$ cat src/rtl/drc_pkg.sv
`timescale 1ns / 1ps
`default_nettype none
// ----------------------------------------------------------------------------
// drc_pkg
// Shared types and constants of the debounced relay controller: register
// indexes, reset values, write cause codes and field widths.
// ----------------------------------------------------------------------------
package drc_pkg;

	// field widths
	localparam int unsigned TICK_W   = 32;
	localparam int unsigned BTN_N    = 3;
	localparam int unsigned CMD_W    = 4;
	localparam int unsigned POWER_W  = 17;
	localparam int unsigned CFG_W    = 16;
	localparam int unsigned CFG_IDX_W = 2;
	localparam int unsigned CAUSE_N  = 8;

	// configuration register indexes
	typedef enum logic [CFG_IDX_W-1:0] {
		REG_DEBOUNCE_TICKS = 2'd0,
		REG_POWER_LIMIT    = 2'd1
	} reg_idx_t;

	// reset values of the configuration registers
	localparam logic [CFG_W-1:0] DEBOUNCE_RST = 16'd50;
	localparam logic [CFG_W-1:0] POWER_LIMIT_RST = 16'd10000;

	// relay patterns
	localparam logic [1:0] RELAY_ALL_ON = 2'b11;
	localparam logic [1:0] RELAY_OFF    = 2'b00;

	// write causes, in the order the steps act within one period
	typedef enum logic [2:0] {
		CAUSE_ALL       = 3'd0,
		CAUSE_BTN1      = 3'd1,
		CAUSE_BTN2      = 3'd2,
		CAUSE_ON1       = 3'd3,
		CAUSE_OFF1      = 3'd4,
		CAUSE_ON2       = 3'd5,
		CAUSE_OFF2      = 3'd6,
		CAUSE_OVERPOWER = 3'd7
	} cause_t;

endpackage : drc_pkg
`default_nettype wire

$ cat src/rtl/debounced_relay_controller.sv
`timescale 1ns / 1ps
`default_nettype none
// An item waits in the input register until the result register is free; its
// results are then loaded into the result register and shown one per cycle
// while out_ready is high. Throughput: one item per cycle while each item causes
// at most one result and out_ready is high; more results hold the result register.
// Reset: relays off, buttons released, change times zero, registers to defaults.
// ----------------------------------------------------------------------------
// debounced_relay_controller
// Debounces three active-low buttons, applies button events, host commands
// and the over-power cutoff to a 2-bit relay pattern, and emits one item per
// relay write.
// ----------------------------------------------------------------------------
module debounced_relay_controller
	import drc_pkg::*;
(
	input  wire                        clk,
	input  wire                        arst_n,
	// input items
	input  wire                        in_valid,
	output logic                       in_ready,
	input  wire  [TICK_W-1:0]          tick_now,
	input  wire  [BTN_N-1:0]           button_levels,
	input  wire  [CMD_W-1:0]           host_commands,
	input  wire  signed [POWER_W-1:0]  power_dw,
	// result items
	output logic                       out_valid,
	input  wire                        out_ready,
	output logic [1:0]                 relay_pattern,
	output logic [2:0]                 write_cause,
	output logic                       last_write,
	// configuration writes
	input  wire                        cfg_valid,
	output logic                       cfg_ready,
	input  wire  [CFG_IDX_W-1:0]       cfg_index,
	input  wire  [CFG_W-1:0]           cfg_data
);

	// configuration registers
	logic [CFG_W-1:0] debounce_q;
	logic [CFG_W-1:0] power_limit_q;

	// controller state
	logic [1:0]        relay_q;
	logic [BTN_N-1:0]  stable_q;
	logic [TICK_W-1:0] change_time_q [BTN_N];

	// input register
	logic                      valid_s1;
	logic [TICK_W-1:0]         tick_s1;
	logic [BTN_N-1:0]          levels_s1;
	logic [CMD_W-1:0]          cmds_s1;
	logic signed [POWER_W-1:0] power_s1;

	// result register: one pattern per cause, pending writes as a mask
	logic [CAUSE_N-1:0] pending_q;
	logic [1:0]         patterns_q [CAUSE_N];

	// combinational results of the period in the input register
	logic [BTN_N-1:0]   btn_take;
	logic [BTN_N-1:0]   btn_event;
	logic [CAUSE_N-1:0] fire;
	logic [1:0]         pat [CAUSE_N];
	logic [1:0]         relay_next;
	logic               over_limit;

	// output side
	logic [2:0] head_idx;
	logic       out_take;
	logic       head_only;
	logic       bundle_free;
	logic       s1_adv;

	// configuration port is always ready; writes must happen only while idle, which the block does not enforce
	assign cfg_ready = 1'b1;

	always_ff @(posedge clk or negedge arst_n) begin
		if (!arst_n) begin
			debounce_q    <= DEBOUNCE_RST;
			power_limit_q <= POWER_LIMIT_RST;
		end else if (cfg_valid) begin
			case (cfg_index)
				REG_DEBOUNCE_TICKS: debounce_q    <= cfg_data;
				REG_POWER_LIMIT:    power_limit_q <= cfg_data;
				default: ;
			endcase
		end
	end

	// debouncers, relay steps and over-power check
	always_comb begin
		logic [TICK_W-1:0] elapsed;
		logic [1:0]        cur;
		for (int i = 0; i < BTN_N; i++) begin
			elapsed      = tick_s1 - change_time_q[i];
			btn_take[i]  = (~levels_s1[i] != stable_q[i]) &&
			               (elapsed > {{(TICK_W-CFG_W){1'b0}}, debounce_q});
			btn_event[i] = btn_take[i] & ~levels_s1[i];
		end
		over_limit = power_s1 > $signed({1'b0, power_limit_q});

		fire[CAUSE_ALL]       = btn_event[0];
		fire[CAUSE_BTN1]      = btn_event[1];
		fire[CAUSE_BTN2]      = btn_event[2];
		fire[CAUSE_ON1]       = cmds_s1[0];
		fire[CAUSE_OFF1]      = cmds_s1[1];
		fire[CAUSE_ON2]       = cmds_s1[2];
		fire[CAUSE_OFF2]      = cmds_s1[3];
		fire[CAUSE_OVERPOWER] = over_limit;

		cur = relay_q;
		if (fire[CAUSE_ALL]) cur = RELAY_ALL_ON;
		pat[CAUSE_ALL] = cur;
		if (fire[CAUSE_BTN1]) cur[0] = ~cur[0];
		pat[CAUSE_BTN1] = cur;
		if (fire[CAUSE_BTN2]) cur[1] = ~cur[1];
		pat[CAUSE_BTN2] = cur;
		if (fire[CAUSE_ON1]) cur[0] = 1'b1;
		pat[CAUSE_ON1] = cur;
		if (fire[CAUSE_OFF1]) cur[0] = 1'b0;
		pat[CAUSE_OFF1] = cur;
		if (fire[CAUSE_ON2]) cur[1] = 1'b1;
		pat[CAUSE_ON2] = cur;
		if (fire[CAUSE_OFF2]) cur[1] = 1'b0;
		pat[CAUSE_OFF2] = cur;
		if (fire[CAUSE_OVERPOWER]) cur[1] = 1'b0;
		pat[CAUSE_OVERPOWER] = cur;
		relay_next = cur;
	end

	// lowest pending write is the head of the output
	always_comb begin
		head_idx = 3'd0;
		for (int i = CAUSE_N - 1; i >= 0; i--) begin
			if (pending_q[i]) head_idx = 3'(i);
		end
	end

	assign head_only     = (pending_q & (pending_q - CAUSE_N'(1))) == '0;
	assign out_valid     = |pending_q;
	assign relay_pattern = patterns_q[head_idx];
	assign write_cause   = head_idx;
	assign last_write    = head_only;
	assign out_take      = out_valid & out_ready;

	// handshake between input register and result register
	assign bundle_free = !out_valid || (out_take && head_only);
	assign s1_adv      = valid_s1 && bundle_free;
	assign in_ready    = !valid_s1 || s1_adv;

	// input register control
	always_ff @(posedge clk or negedge arst_n) begin
		if (!arst_n) begin
			valid_s1 <= 1'b0;
		end else if (in_ready) begin
			valid_s1 <= in_valid;
		end
	end

	// input register payload
	always_ff @(posedge clk) begin
		if (in_valid && in_ready) begin
			tick_s1   <= tick_now;
			levels_s1 <= button_levels;
			cmds_s1   <= host_commands;
			power_s1  <= power_dw;
		end
	end

	// relay and debouncer state, updated as a period leaves the input register
	always_ff @(posedge clk or negedge arst_n) begin
		if (!arst_n) begin
			relay_q  <= RELAY_OFF;
			stable_q <= '0;
			for (int i = 0; i < BTN_N; i++) change_time_q[i] <= '0;
		end else if (s1_adv) begin
			relay_q <= relay_next;
			for (int i = 0; i < BTN_N; i++) begin
				if (btn_take[i]) begin
					stable_q[i]      <= ~levels_s1[i];
					change_time_q[i] <= tick_s1;
				end
			end
		end
	end

	// pending mask of the result register
	always_ff @(posedge clk or negedge arst_n) begin
		if (!arst_n) begin
			pending_q <= '0;
		end else if (s1_adv) begin
			pending_q <= fire;
		end else if (out_take) begin
			pending_q <= pending_q & (pending_q - CAUSE_N'(1));
		end
	end

	// patterns of the result register
	always_ff @(posedge clk) begin
		if (s1_adv) begin
			for (int i = 0; i < CAUSE_N; i++) patterns_q[i] <= pat[i];
		end
	end

endmodule : debounced_relay_controller
`default_nettype wire

$ cat config.mk
export PLATFORM = sky130hd
export DESIGN_NAME = debounced_relay_controller
export DESIGN_NICKNAME = d
export VERILOG_FILES = /design/src/rtl/drc_pkg.sv /design/src/rtl/debounced_relay_controller.sv
export SDC_FILE = /design/constraint.sdc
export NUM_CORES = 1
export LEC_CHECK = 0
export BUFFER_PORTS_ARGS = -buffer_cell sky130_fd_sc_hd__buf_2
export CORE_ASPECT_RATIO = 2
export CORE_MARGIN = 2
export CORE_UTILIZATION = 29
export CTS_CLUSTER_SIZE = 40
export DETAILED_ROUTE_END_ITERATION = 8
export SETUP_SLACK_MARGIN = 0.3
export SLEW_MARGIN = 20
export SYNTH_ARGS = -nofsm -noshare
export SYNTH_HDL_FRONTEND = slang
export SYNTH_SLANG_ARGS = --single-unit
$ cat constraint.sdc
create_clock -name clk -period 5.4 [get_ports clk]
set_input_delay 0.54 -clock clk [delete_from_list [all_inputs] [get_ports clk]]
set_output_delay 0.54 -clock clk [all_outputs]
set_load 0.02 [all_outputs]
==> results.md, run 1 <==
- Status: finished, final reports clean
- Post-synthesis register bit count: 207
- Setup Skew: 0.0320 ns
- Hold Crit Class: in2async
- Max-slew violations: 0
- Final setup violation count: 0
- Die Wd: 165 um
- Tmin final: 5.00 ns
- Reg area: 0.00552 sq mm
- Setup TNS: 0 ns
- Final worst-path cycle share: 92.5%
- Final Hold Fails: 0
- WL met3: 1510 um
- Clock Latency Late Sink: 0.57 ns
- Total CTS buffers: 22
- Vias: 12513
- GRT overflow: 0
- Avg Vias per Cell: 5.28
- CORE AREA: 0.0515 sq mm
- CP startpoint kind: flip-flop
- Hold WS: 0.0470 ns
- Starting DRT DRC Count: 613
- First-pass GRT wire length: 70500 um
- Mapped Area: 0.0150 sq mm
- Die height: 326 um
- DR WL/cell: 19.7 um
- Final Wtd Congestion: 0.923
- H-Tree Depth: 1
- Slew margin rel.: 28.1%
- DRC viols: 0
- Slew @ Worst Pin: 1.07 ns
- RSZ-0062 raised after global routing: true
- Post-DRT Antenna Nets: 0
- Count leader, synth: inv_1
- Final instance area: 0.0178 sq mm
- Port Buffers: 86
- Asr flop ratio synth: 68.6%
- Net count, final: 1934
- Crit path max fanout: 8
- P&R area growth vs syn: 18.1%
- Hpwl dp: 35400 um
- Fmax: 200 MHz
- Unique masters post-synth: 85
- Vias in the first global route: 12885
- Required time worst endpoint: 5.82 ns
- Critical path class: reg2reg
- Syn_area_per_cell: 9.58 sq um
- 1st-pass router iterations: 5
- Ys flop type: dfrtp_1
- Synth warn: 0
- Post-synthesis sequential area ratio: 36.7%
- Max Used Layer: met4
- Largest net degree at the start of global routing: 93
- TritonCTS Sinks: 207
- Multi-input logic area: 0.00910 sq mm
- Reg2reg start: tick_s1[1]
- Reg clk slew, reported paths: 0.07 ns
- M1 WL: 15000 um
- Routed WL: 46600 um
- Tot GR Track Use: 17.1%
- Syn Nets: 1809
- Reg-to-reg setup timing slack: 0.40 ns
- R2R cell count: 22
- Synth top area cells: dfrtp_1, ha_1, edfxtp_1, mux2_2, a21oi_1
- Root buffer cell: clkbuf_16
- Top cells by count, synth: inv_1, ha_1, dfrtp_1, a21oi_1, mux2_2
- # hold bufs at CTS: 0
- Proportion of layout cells with a drive suffix above 1: 21.9%
- CTS tree: yes
- Crit end category: flip-flop
- Fillers: 5225
- Initial antenna violation count: 2
- R2r endpoint: change_time_q[53]
- Dpl cell area: 0.0163 sq mm
- Post-synth top area share: 22.3%
- IO Count: 88
- WP data arrival: 5.42 ns
- DIE AREA: 0.0538 sq mm
- DR WL met2: 24500 um
- Yosys top cell by area: dfrtp_1
- Clk buf depth: 3
- FP Rows: 118
- Post-synth EDFFs: 65
- Mapped Cells: 1570
- Max cap viols: 0
- Initial core utilization: 29.2%
kinds of logic after synthesis:
group                    Yosys count  synth area share (%)
AND/OR/NAND/NOR                  365                  11.9
multiplexers                     126                  9.44
flip-flops                       207                  36.7
XOR/XNOR                          79                  4.60
buffers and inverters            207                  5.44
adder cells (fa/ha/maj)          161                  13.5
other                              1                0.0249
AO/OA/AOI/OAI                    424                  18.4
per-stage QoR:
step	util, %	instances	worst slack (ns)
global placement	31.6	2294	0.156
global route	34.5	2372	0.230
detailed placement	31.6	2294	0.0192
floorplan	-	1570	0.709
CTS	33.4	2346	0.303
finish	34.5	2372	0.404
sequential cells by signal, summed over array words and instances, names as in the netlist:
name and flops:
change_time_q 96, tick_s1 32, power_s1 17, debounce_q 16, power_limit_q 16, patterns_q 9
pending_q 8, cmds_s1 4, levels_s1 3, stable_q 3, relay_q 2, valid_s1 1
per-layer routing:
layer,vias up,track usage [%]
li1,5962,-
met1,5975,15.2
met2,366,32.1
met3,210,1.83
met4,0,16.7
met5,-,0
worst max-delay path: stages (launching register included):
cell       delay [ns]
edfxtp_1         0.41
buf_4            0.17
ha_1             0.27
nor2b_1          0.25
o2111ai_2        0.16
a211o_1          0.41
a21oi_4          0.25
a21o_1           0.15
a21oi_1          0.08
xnor2_1          0.15
ha_1             0.30
nand4_1          0.14
nor2_1           0.08
o21ai_1          0.08
a32oi_1          0.14
a21oi_1          0.14
nand4_1          0.09
or4_4            0.64
o21ai_4          0.21
buf_12           0.13
buf_12           0.12
buf_12           0.15
mux2_4           0.31
cells in the final DEF (no fill, tap or decap), types with 35 or more instances in the layout:
cell,n
xnor2_1,43
ha_1,150
edfxtp_1,65
mux2_2,93
nor2_1,89
inv_1,158
buf_2,85
buf_4,47
nand2_1,107
dfrtp_1,134
a21oi_1,113
a21o_1,39
o21ai_0,82
nand4_1,35
worst max path at each step:
| stage | depth (start not counted) | start | end | slack [ns] |
|---|---|---|---|---|
| global route | 26 | tick_s1[0] | change_time_q[62] | 0.23 |
| floorplan | 8 | pending_q[0] | cmds_s1[0] | 0.71 |
| finish | 22 | tick_s1[1] | change_time_q[53] | 0.40 |
| CTS | 23 | tick_s1[0] | change_time_q[88] | 0.30 |
| detailed placement | 22 | tick_s1[0] | change_time_q[72] | 0.02 |
| global placement | 24 | tick_s1[0] | change_time_q[60] | 0.16 |
repair_timing:
| item | 4_1_cts | 5_1_grt |
|---|---|---|
| pin swaps | 9 | 25 |
| setup buffers | 8 | 22 |
| endpoints found under the setup margin | 102 | 108 |
| resized for setup | 17 | 75 |
| cloned | 4 | 3 |
layout make-up:
class | instances | share of cell area, %
inverter | 161 | 3.40
sequential | 207 | 31.0
clock buffer | 28 | 3.45
multi-input combinational | 1160 | 51.2
tap | 660 | 4.65
clock inverter | 12 | 0.634
timing repair buffer | 143 | 5.57
antenna | 1 | 0.0141
Power of run 1 is not shown: default switching activity piles up to over one toggle a cycle in this logic, so the estimate is an artifact.
==> run 2, diff against run 1 <==
Settings changed: GPL_ROUTABILITY_DRIVEN set to 0, REMOVE_ABC_BUFFERS set to 1.
==> results.md, run 2 (same netlist as run 1, synthesis figures left out) <==
- Status: finished, final reports clean
- CP startpoint kind: flip-flop
- DRC viols: 0
- Max-slew violations: 0
- Post-DRT Antenna Nets: 0
- Final worst-path cycle share: 89.8%
- Starting DRT DRC Count: 566
- Crit path max fanout: 16
- IO Count: 88
- Root buffer cell: clkbuf_16
- TritonCTS Sinks: 207
- Crit-path max cell delay: 0.42 ns
- Most frequent cells in the layout: inv_1, ha_1, dfrtp_1
- Avg Vias per Cell: 5.23
- Final Hold Fails: 0
- Setup Skew: 0.0242 ns
- Tmin final: 4.85 ns
- # hold bufs at CTS: 0
- Hpwl dp: 33800 um
- DIE AREA: 0.0538 sq mm
- Net count, final: 1905
- Largest registers: change_time_q x96, tick_s1 x32, power_s1 x17
- Tot GR Track Use: 16.1%
- Most common cell after layout, fill and taps aside: inv_1
- FP Rows: 118
- Non-filler cells in the finished layout: 2343
- Most flops, register: change_time_q
- 1st-pass router iterations: 7
- Fin util: 33.5%
- Largest register FFs: 96
- Die height: 326 um
- Worst Path Buf+Inv: 5
- Proportion of layout cells with a drive suffix above 1: 19.3%
- Clk buf depth: 3
- RSZ-0062 raised after global routing: false
- Vias in the first global route: 12963
- Port Buffers: 86
- Total CTS buffers: 21
- Initial antenna violation count: 3
- Initial core utilization: 29.2%
- Final setup violation count: 0
- Fmax: 206 MHz
- P&R area growth vs syn: 14.8%
- Hold WS: 0.0781 ns
- Largest net degree at the start of global routing: 91
- GRT overflow: 0
- Hold Crit Class: in2async
- Die Wd: 165 um
- WP data arrival: 5.25 ns
- Pre-CTS setup slack: -0.0649 ns
- Critical path class: reg2reg
- CTS tree: yes
- Fin worst setup slack: 0.549 ns
- Critical-path cell list: inv_1, ha_1, inv_1, fa_1, a211o_1, a211oi_2, o21ai_2, nand3_1, o21bai_1, xor2_1, ha_1, nand4_1, or3_1, o221a_2, o2111ai_2, a2111oi_2, nand4_1, buf_4, o21ai_4, nor2_4, buf_12, buf_12, mux2_2
- Clock Latency Late Sink: 0.54 ns
- CORE AREA: 0.0515 sq mm
- Crit end category: flip-flop
- Vias: 12260
- Crit-path leading delay family: compound AO/OA/AOI/OAI gates
- Slew margin rel.: 41.2%
- H-Tree Depth: 1
- Routed WL: 43100 um
- Dpl cells: 2289
- Reg clk slew, reported paths: 0.07 ns
- Required time worst endpoint: 5.80 ns
- Critical-path top delay cell: fa_1
- Max cap viols: 0
- First-pass GRT wire length: 67500 um
- DR WL/cell: 18.4 um
- Slew @ Worst Pin: 0.881 ns
[run 2: cell count changes in the layout (fill, tap and decap cells not counted), moves of 3 or more]
cell,before,now
ha_4,3,0
clkbuf_8,4,1
buf_4,47,22
a21oi_2,9,3
ha_1,150,153
mux2_2,93,115
o21ai_0,82,86
nor2_4,6,1
mux2_4,24,0
a21oi_1,113,120
[run 2: worst paths after layout]
check                                  startpoint                 to  slack [ns]  cells past startpoint
max in group asynchronous                  arst_n  change_time_q[31]        3.99                      2
worst min-delay path                       arst_n   power_limit_q[0]        0.08                      1
worst min register to register  change_time_q[38]  change_time_q[38]        0.50                      1
worst max-delay path                   tick_s1[0]  change_time_q[29]        0.55                     23
worst max register to register         tick_s1[0]  change_time_q[29]        0.55                     23
min in group clk                     tick_now[16]        tick_s1[16]        0.17                      1
[run 2: layout make-up]
type,count,area (sq um)
multi-input combinational,1156,8840
inverter,161,604
antenna,3,7.51
clock inverter,13,90.1
timing repair buffer,119,813
sequential,207,5520
fill,5231,34300
tap,660,826
clock buffer,24,568
[run 2: metal layers]
metal	vias up	wire, um	share of wire [%]	global-route usage, %
met5	-	0	0	0
met4	0	4820	11	15.5
met3	192	1250	2.9	1.50
met2	345	23200	54	30.5
met1	5831	13800	32	14.3
li1	5892	-	-	-
[run 2: timing repair]
action / 4_1_cts / 5_1_grt
gates resized for setup: 12 / 26
setup endpoints to repair: 71 / 108
pin swaps: 3 / 10
buffers inserted: 2 / 8
gates cloned: 1 / 3
[run 2: worst reg2reg max path, stage by stage (launching register included)]
cell       delay (ns)
edfxtp_1         0.38
inv_1            0.12
ha_1             0.18
inv_1            0.05
fa_1             0.42
a211o_1          0.31
a211oi_2         0.24
o21ai_2          0.13
nand3_1          0.12
o21bai_1         0.08
xor2_1           0.15
ha_1             0.31
nand4_1          0.15
or3_1            0.41
o221a_2          0.25
o2111ai_2        0.23
a2111oi_2        0.05
nand4_1          0.09
buf_4            0.14
o21ai_4          0.08
nor2_4           0.16
buf_12           0.14
buf_12           0.17
mux2_2           0.36
[run 2: per-stage QoR]
step           instance area [sq um]  setup TNS, ns
4_1_cts                        17000              0
6_report                       17300              0
3_5_place_dp                   16300          -1.48
3_3_place_gp                   16300              0
5_1_grt                        17300              0
2_1_floorplan                  14800          -1.61
Power of run 2 is left out for the same reason.
==> run 3, diff against run 2 <==
==> constraint.sdc (replaced) <==
create_clock -name clk -period 5.4 [get_ports clk]
set_input_delay 1.08 -clock clk [delete_from_list [all_inputs] [get_ports clk]]
set_output_delay 1.08 -clock clk [all_outputs]
set_load 0.02 [all_outputs]
==> results.md, run 3 (same netlist as run 1, synthesis figures left out) <==
- Status: finished, final reports clean
- Fmax: 207 MHz
- Non-filler cells in the finished layout: 2350
- Port Buffers: 86
- Fin worst setup slack: 0.575 ns
- Largest net degree at the start of global routing: 59
- GRT overflow: 0
- Clock Latency Late Sink: 0.54 ns
- Required time worst endpoint: 5.81 ns
- Fin util: 33.7%
- Slew @ Worst Pin: 0.894 ns
- Final worst-path cycle share: 89.4%
- Final Hold Fails: 0
- Tmin final: 4.83 ns
- Pre-CTS setup slack: 0.00710 ns
- CTS tree: yes
- FP Rows: 118
- Fillers: 5178
- Hpwl dp: 34000 um
- Net count, final: 1912
- Die Wd: 165 um
- # hold bufs at CTS: 0
- Reg area: 0.00552 sq mm
- H-Tree Depth: 1
- Starting DRT DRC Count: 559
- First-pass GRT wire length: 67200 um
- Slew margin rel.: 39.8%
- Initial antenna violation count: 2
- Final setup violation count: 0
- Initial core utilization: 29.2%
- Crit path max fanout: 7
- CORE AREA: 0.0515 sq mm
- 1st-pass router iterations: 5
- Critical path class: reg2reg
- Routed WL: 43400 um
- IO Count: 88
- DIE AREA: 0.0538 sq mm
- DRC viols: 0
- DR WL/cell: 18.5 um
- Vias: 12280
- Root buffer cell: clkbuf_16
- Most common cell after layout, fill and taps aside: inv_1
- Clk buf depth: 3
- Max cap viols: 0
- Total CTS buffers: 21
- WP data arrival: 5.24 ns
- Avg Vias per Cell: 5.23
- Largest registers: change_time_q x96, tick_s1 x32, power_s1 x17
- Setup Skew: 0.0137 ns
- P&R area growth vs syn: 15.5%
- Vias in the first global route: 12992
- Most flops, register: change_time_q
- Post-DRT Antenna Nets: 0
- Tot GR Track Use: 16.1%
- Multi-input logic area: 0.00889 sq mm
- Largest register FFs: 96
- Most frequent cells in the layout: inv_1, ha_1, dfrtp_1
- Max-slew violations: 0
- TritonCTS Sinks: 207
- Proportion of layout cells with a drive suffix above 1: 20.2%
- Reg clk slew, reported paths: 0.07 ns
- Dpl cells: 2290
- Crit end category: flip-flop
- Hold Crit Class: reg2reg
- RSZ-0062 raised after global routing: false
- Die height: 326 um
- CP startpoint kind: flip-flop
[run 3: critical path, stage by stage (launching register included)]
cell and delay [ns]:
edfxtp_1 0.44, inv_2 0.12, ha_4 0.15, inv_1 0.05, fa_2 0.38, a211oi_2 0.27
o21bai_1 0.10, a21oi_2 0.15, o21a_1 0.15, nor2b_1 0.05, o21ai_1 0.13, nand2b_1 0.09
xor2_1 0.16, ha_1 0.30, nand4_1 0.09, nor2_1 0.05, o21ai_0 0.08, a32oi_1 0.14
a21oi_1 0.16, nand4_1 0.12, or4_4 0.57, o21ai_4 0.35, buf_6 0.24, mux2_2 0.34
[run 3: stage by stage]
step | hold WS, ns | setup TNS [ns] | instance area [sq um]
final | 0.496 | 0 | 17400
after global routing | 0.513 | 0 | 17400
after CTS | 0.501 | 0 | 17000
after detailed placement | 0.485 | 0 | 16300
after global placement | 0.480 | 0 | 16300
after floorplan | 0.464 | -1.61 | 14800
[run 3: layout make-up]
class / count / area share [%]
sequential: 207 / 31.8
clock buffer: 23 / 3.07
tap: 660 / 4.76
multi-input combinational: 1156 / 51.2
inverter: 161 / 3.48
clock inverter: 15 / 0.785
antenna: 2 / 0.0288
timing repair buffer: 126 / 4.90
[run 3: final timing paths]
check                                    end  slack, ns  cells after the start         startpoint
setup / recovery           change_time_q[56]       0.57                     23         tick_s1[0]
hold / removal             change_time_q[37]       0.50                      1  change_time_q[37]
setup reg to reg           change_time_q[56]       0.57                     23         tick_s1[0]
hold reg to reg            change_time_q[37]       0.50                      1  change_time_q[37]
max in group asynchronous  change_time_q[50]       3.67                      2             arst_n
min in group asynchronous   power_limit_q[0]       0.52                      1             arst_n
[run 3: repair_timing]
item,4_1_cts,5_1_grt
endpoints found under the setup margin,87,111
resized for setup,11,39
pin swaps,1,18
endpoints found under the hold margin,0,0
gates cloned,0,5
buffers inserted,1,14
[run 3: per-layer routing]
metal	global-route usage, %	up-vias	share of wire [%]
met1	14.2	5902	32
met3	1.54	168	2.9
li1	-	5905	-
met5	0	-	0
met4	15.4	0	11
met2	30.5	305	54
Power of run 3 is left out for the same reason.
